<file path="config.mk">
export PLATFORM = sky130hd
export DESIGN_NAME = fnt_obuf
export DESIGN_NICKNAME = d
export VERILOG_FILES = /design/src/rtl/core/fnt_pkg.sv /design/src/rtl/core/fnt_obuf.sv
export SDC_FILE = /design/constraint.sdc
export NUM_CORES = 1
export LEC_CHECK = 0
export BUFFER_PORTS_ARGS = -buffer_cell sky130_fd_sc_hd__buf_2
export CAP_MARGIN = 5
export CORE_MARGIN = 4
export CORE_UTILIZATION = 47
export CTS_BUF_LIST = sky130_fd_sc_hd__clkbuf_4 sky130_fd_sc_hd__clkbuf_8
export CTS_CLUSTER_DIAMETER = 80
export DETAILED_ROUTE_END_ITERATION = 7
export PLACE_DENSITY_LB_ADDON = 0.05
export SYNTH_ARGS = -nofsm -noshare
export SYNTH_HDL_FRONTEND = slang
export SYNTH_SLANG_ARGS = --single-unit
</file>
<file path="constraint.sdc">
create_clock -name clk -period 4.61 [get_ports clk]
set_input_delay 0.461 -clock clk [delete_from_list [all_inputs] [get_ports clk]]
set_output_delay 0.461 -clock clk [all_outputs]
set_load 0.01 [all_outputs]
</file>
<file path="src/rtl/core/fnt_pkg.sv">
// Shared widths, constants and pipeline payload types of the flat triangle normal unit.
`timescale 1ns / 1ps

package fnt_pkg;

    localparam int CW       = 16;
    localparam int FB       = 14;
    localparam int OW       = FB + 2;
    localparam int EW       = CW + 1;
    localparam int PW       = 2 * EW;
    localparam int NW       = 2 * CW + 3;
    localparam int LW       = $clog2(NW);
    localparam int NORM_POS = 29;
    localparam int UW       = NORM_POS + 1;
    localparam int SHW      = NW + NORM_POS;
    localparam int SW       = 2 * UW;
    localparam int SUMW     = SW + 2;
    localparam int SQW      = SUMW + 1;
    localparam int RW       = SUMW / 2;
    localparam int DVW      = RW + 1;
    localparam int QW       = FB + 2;
    localparam int DCW      = DVW + QW;

    typedef struct packed {
        logic [2:0] neg;
        logic       deg;
        logic       fin;
    } fnt_tag_t;

    typedef struct packed {
        logic signed [CW-1:0] a_x;
        logic signed [CW-1:0] a_y;
        logic signed [CW-1:0] a_z;
        logic signed [CW-1:0] b_x;
        logic signed [CW-1:0] b_y;
        logic signed [CW-1:0] b_z;
        logic signed [CW-1:0] c_x;
        logic signed [CW-1:0] c_y;
        logic signed [CW-1:0] c_z;
        logic                 final_triangle;
    } fnt_tri_t;

    typedef struct packed {
        logic signed [OW-1:0] unit_x;
        logic signed [OW-1:0] unit_y;
        logic signed [OW-1:0] unit_z;
        logic                 degenerate;
        logic                 final_normal;
    } fnt_res_t;

    typedef struct packed {
        logic [SUMW-1:0]       sum;
        logic [2:0][UW-1:0]    mag;
        fnt_tag_t              tag;
    } fnt_sq_t;

    typedef struct packed {
        logic [SQW-1:0]        num;
        logic [SQW-1:0]        root;
        logic [2:0][UW-1:0]    mag;
        fnt_tag_t              tag;
    } fnt_rt_t;

    typedef struct packed {
        logic [RW-1:0]         len;
        logic [2:0][UW-1:0]    mag;
        fnt_tag_t              tag;
    } fnt_len_t;

    typedef struct packed {
        logic [2:0][DCW-1:0]   rem;
        logic [2:0][QW-1:0]    quo;
        logic [DVW-1:0]        den;
        fnt_tag_t              tag;
    } fnt_dv_t;

endpackage

</file>
<file path="src/rtl/core/fnt_obuf.sv">
// Two-entry output buffer that decouples the pipeline from the result sink.
`timescale 1ns / 1ps

module fnt_obuf
(
    input  logic              clk,
    input  logic              rst_n,
    input  logic              push_valid,
    input  fnt_pkg::fnt_res_t push_d,
    output logic              en,
    output logic              out_valid,
    input  logic              out_ready,
    output fnt_pkg::fnt_res_t out_d
);

    fnt_pkg::fnt_res_t mem_reg [2];
    logic [1:0]        count_reg;
    logic [1:0]        count_next;
    logic              wr_reg;
    logic              rd_reg;
    logic              push;
    logic              pop;

    assign en        = (count_reg != 2'd2);
    assign out_valid = (count_reg != 2'd0);
    assign out_d     = mem_reg[rd_reg];
    assign push      = push_valid && en;
    assign pop       = out_valid && out_ready;

    always_comb
    begin
        count_next = count_reg;
        if (push && !pop)
        begin
            count_next = count_reg + 2'd1;
        end
        else if (pop && !push)
        begin
            count_next = count_reg - 2'd1;
        end
    end

    always_ff @(posedge clk or negedge rst_n)
    begin
        if (!rst_n)
        begin
            count_reg <= '0;
            wr_reg    <= 1'b0;
            rd_reg    <= 1'b0;
        end
        else
        begin
            count_reg <= count_next;
            if (push)
            begin
                wr_reg <= ~wr_reg;
            end
            if (pop)
            begin
                rd_reg <= ~rd_reg;
            end
        end
    end

    always_ff @(posedge clk)
    begin
        if (push)
        begin
            mem_reg[wr_reg] <= push_d;
        end
    end

endmodule

</file>
==> metrics.txt <==
status completed; Largest stage delay, worst path around 1.1 ns; Synth Area in Adders 0.3085%; DRC Markers 0; Startpoint Class register; cells after synthesis about 170; DRT iter0 DRCs 50; vias approximately 1.9k; TritonCTS Buffers 9; share of cells above drive strength 1 60.14%; Switching Share between 20% and 30%; post-synthesis compound-gate area fraction 0%; Combinational Power Share a little under a third; Final Net Count ~340; Sink Count 104; GRT busiest layer met2; Achievable Freq slightly above 400 MHz; sequential element share of the synthesized area roughly 77%; Ys Warns 0; Arrival @ worst endpoint ~2 ns; deepest clock path buffer count 2; HP Class in2reg; crit path cell chain mux2_2 -> buf_2; Reg power frac between 40% and 50%; Max-Cap Viols 0; Setup CP Type reg2out; GRT met2 Usage between 20% and 30%; vias in the first global route between 1.5k and 2k; Internal 2.131 mW; Core ar. between 8000 and 9000 um2; Fill cells 640; placer congestion estimate between 0.6 and 0.7; met3 Resource Use GR 3.253%; Slew Limit Headroom between 30 and 40%; initial cell density of the core 48.86%; CTS Root Cell clkbuf_8; DIE WIDTH between 100 and 150 um; Crit Path Max Fanout 51; FF+latch count, synth between 100 and 150; largest net degree at the start of global routing 52; Net Switching 0.8464 mW; Final Max Tran Viols 0; post-detail-place hpwl just over 4 mm; worst path required time between 4 and 5 ns; flop2flop setup slack around 2.4 ns; grt ovf 0; Area Growth Syn to Fin 19.69%; H-Tree Depth 3; simple-gate share of the synthesized area less than 1%; Setup Skew ~0.0048 ns; Peak VDD IR between 0.3 and 0.4 mV; main combinational cell family by area after synthesis multiplexers; final wirelength 6.193 mm; Setup-failing EPs final 0; post-synthesis mux area share 18.42%; slowest cell on the critical path dfrtp_4; distinct cell type count after synthesis 15; Hold Fails Final Rpt 0; clk_lat worst skew about 0.34 ns; TritonCTS clock tree built; Final min period 2.439 ns; Worst Tran Pin Value 0.9400 ns; Die Ht just over 100 um; post-route ant nets 0; worst setup margin 2.171 ns; pwr/cell area about 600 nW/um2; GRT Resource Usage Total 12.90%; port buffer count roughly 110; clk slew on worst S/H paths around 0.09 ns; ratio of final minimum period to clock period 52.91%; dpl ws approximately 2.4 ns; synthesized cell area 4055 um2; Via density about 4.7; Fin Setup TNS 0 ns; Synth Area in XOR/XNOR roughly 1.1%; power share of the clock group about a fifth; drt wl/cell about 16 um; drt pass-1 iters 4; area of the die 10180 um2; CP Capture Type primary output; initial antenna violation count 1; Syn Area/Cell 23.31 um2; Cell Rows 33; Post-Syn Nets around 230; first-pass GRT wire length 9.597 mm; max reg flops 100; unrepaired setup endpoints after global routing false; global routing met1 resource utilization about 15%; Static Leak a little under 2 nW; IO Pins approximately 110; Power Total roughly 3 mW
==> worst paths after layout <==
kind,startpoint,to,depth (start not counted)
setup reg to reg,count_reg[0],mem_reg[0][40],4
hold / removal,push_d[24],mem_reg[1][24],1
min in group asynchronous,rst_n,count_reg[0],2
max in group asynchronous,rst_n,rd_reg,2
hold reg to reg,count_reg[1],count_reg[1],1
setup / recovery,rd_reg,out_d[42],2
==> power groups by stage <==
stage               Combinational [mW]  Clock, mW  Sequential [mW]
floorplan                        0.820          0             1.37
CTS                              0.940      0.609             1.48
global route                     0.990      0.659             1.50
global placement                 0.934          0             1.49
finish                           0.918      0.588             1.47
detailed placement               0.934          0             1.50
==> synthesized netlist by cell type (all sizes together) <==
| master | number | area share, % |
|---|---|---|
| nand2 | 2 | 0.19 |
| mux2 | 50 | 18 |
| xnor2 | 3 | 0.65 |
| buf | 6 | 2.7 |
| nor2 | 2 | 0.19 |
| or2 | 1 | 0.15 |
| inv | 1 | 0.092 |
| and3 | 1 | 0.15 |
| dfrtp | 4 | 2.5 |
| nand2b | 1 | 0.15 |
| ha | 1 | 0.31 |
| edfxtp | 100 | 74 |
| xor2 | 2 | 0.43 |
==> metal layers <==
layer	wire (um)	up-vias
li1	-	898
met1	2429	884
met2	3278	60
met3	393	9
met4	92	0
met5	0	-
==> critical path: cells and delay by family (launching register included) <==
kind	cells	cell delay, ns
flip-flops	1	1.07
buffers and inverters	1	0.14
multiplexers	1	0.41
==> cell usage in the layout (no fill, tap or decap), types with 2 or more instances in the layout <==
master and instances:
buf_2 105, edfxtp_1 100, mux2_4 49, clkbuf_8 9, xnor2_1 3, dfrtp_1 3
nand2_1 2, xor2_1 2, bufinv_16 2, buf_4 2
==> kinds of logic (layout without fill, tap and decap cells) <==
family | count (synthesis) | after routing
flops | 104 | 104
simple gates | 7 | 7
buf+inv | 7 | 124
xor+xnor | 5 | 5
other cells | 0 | 1
mux | 50 | 50
fa+ha+maj | 1 | 1
==> final cells by class <==
type,count,area [um2],share of cell area [%]
Clock buffer,10,131.4,2.707
Sequential cell,104,3107,64.01
Timing Repair Buffer,108,550.5,11.34
Inverter,1,3.754,0.07734
Tap cell,105,131.4,2.707
Antenna cell,1,2.502,0.05156
Clock inverter,5,81.33,1.676
Multi-Input combinational cell,63,845.8,17.43
==> through the flow <==
step	cell area, um2	hold WS (ns)	instances	utilization, %
6_report	4853	0.2986	397	58.48
5_1_grt	4853	0.2674	397	58.48
4_1_cts	4851	0.2720	396	58.45
3_5_place_dp	4628	0.2758	380	55.77
3_3_place_gp	4628	0.2730	380	55.77
2_1_floorplan	4055	0.1654	174	-
==> what timing repair did <==
item | in CTS | in global routing
endpoints found under the setup margin | 0 | 0
hold buffers | 1 | 0
gates resized for setup | 0 | 0
hold endpoints to repair | 4 | 0
setup buffers | 0 | 0
(Power assumes the default switching activity.)
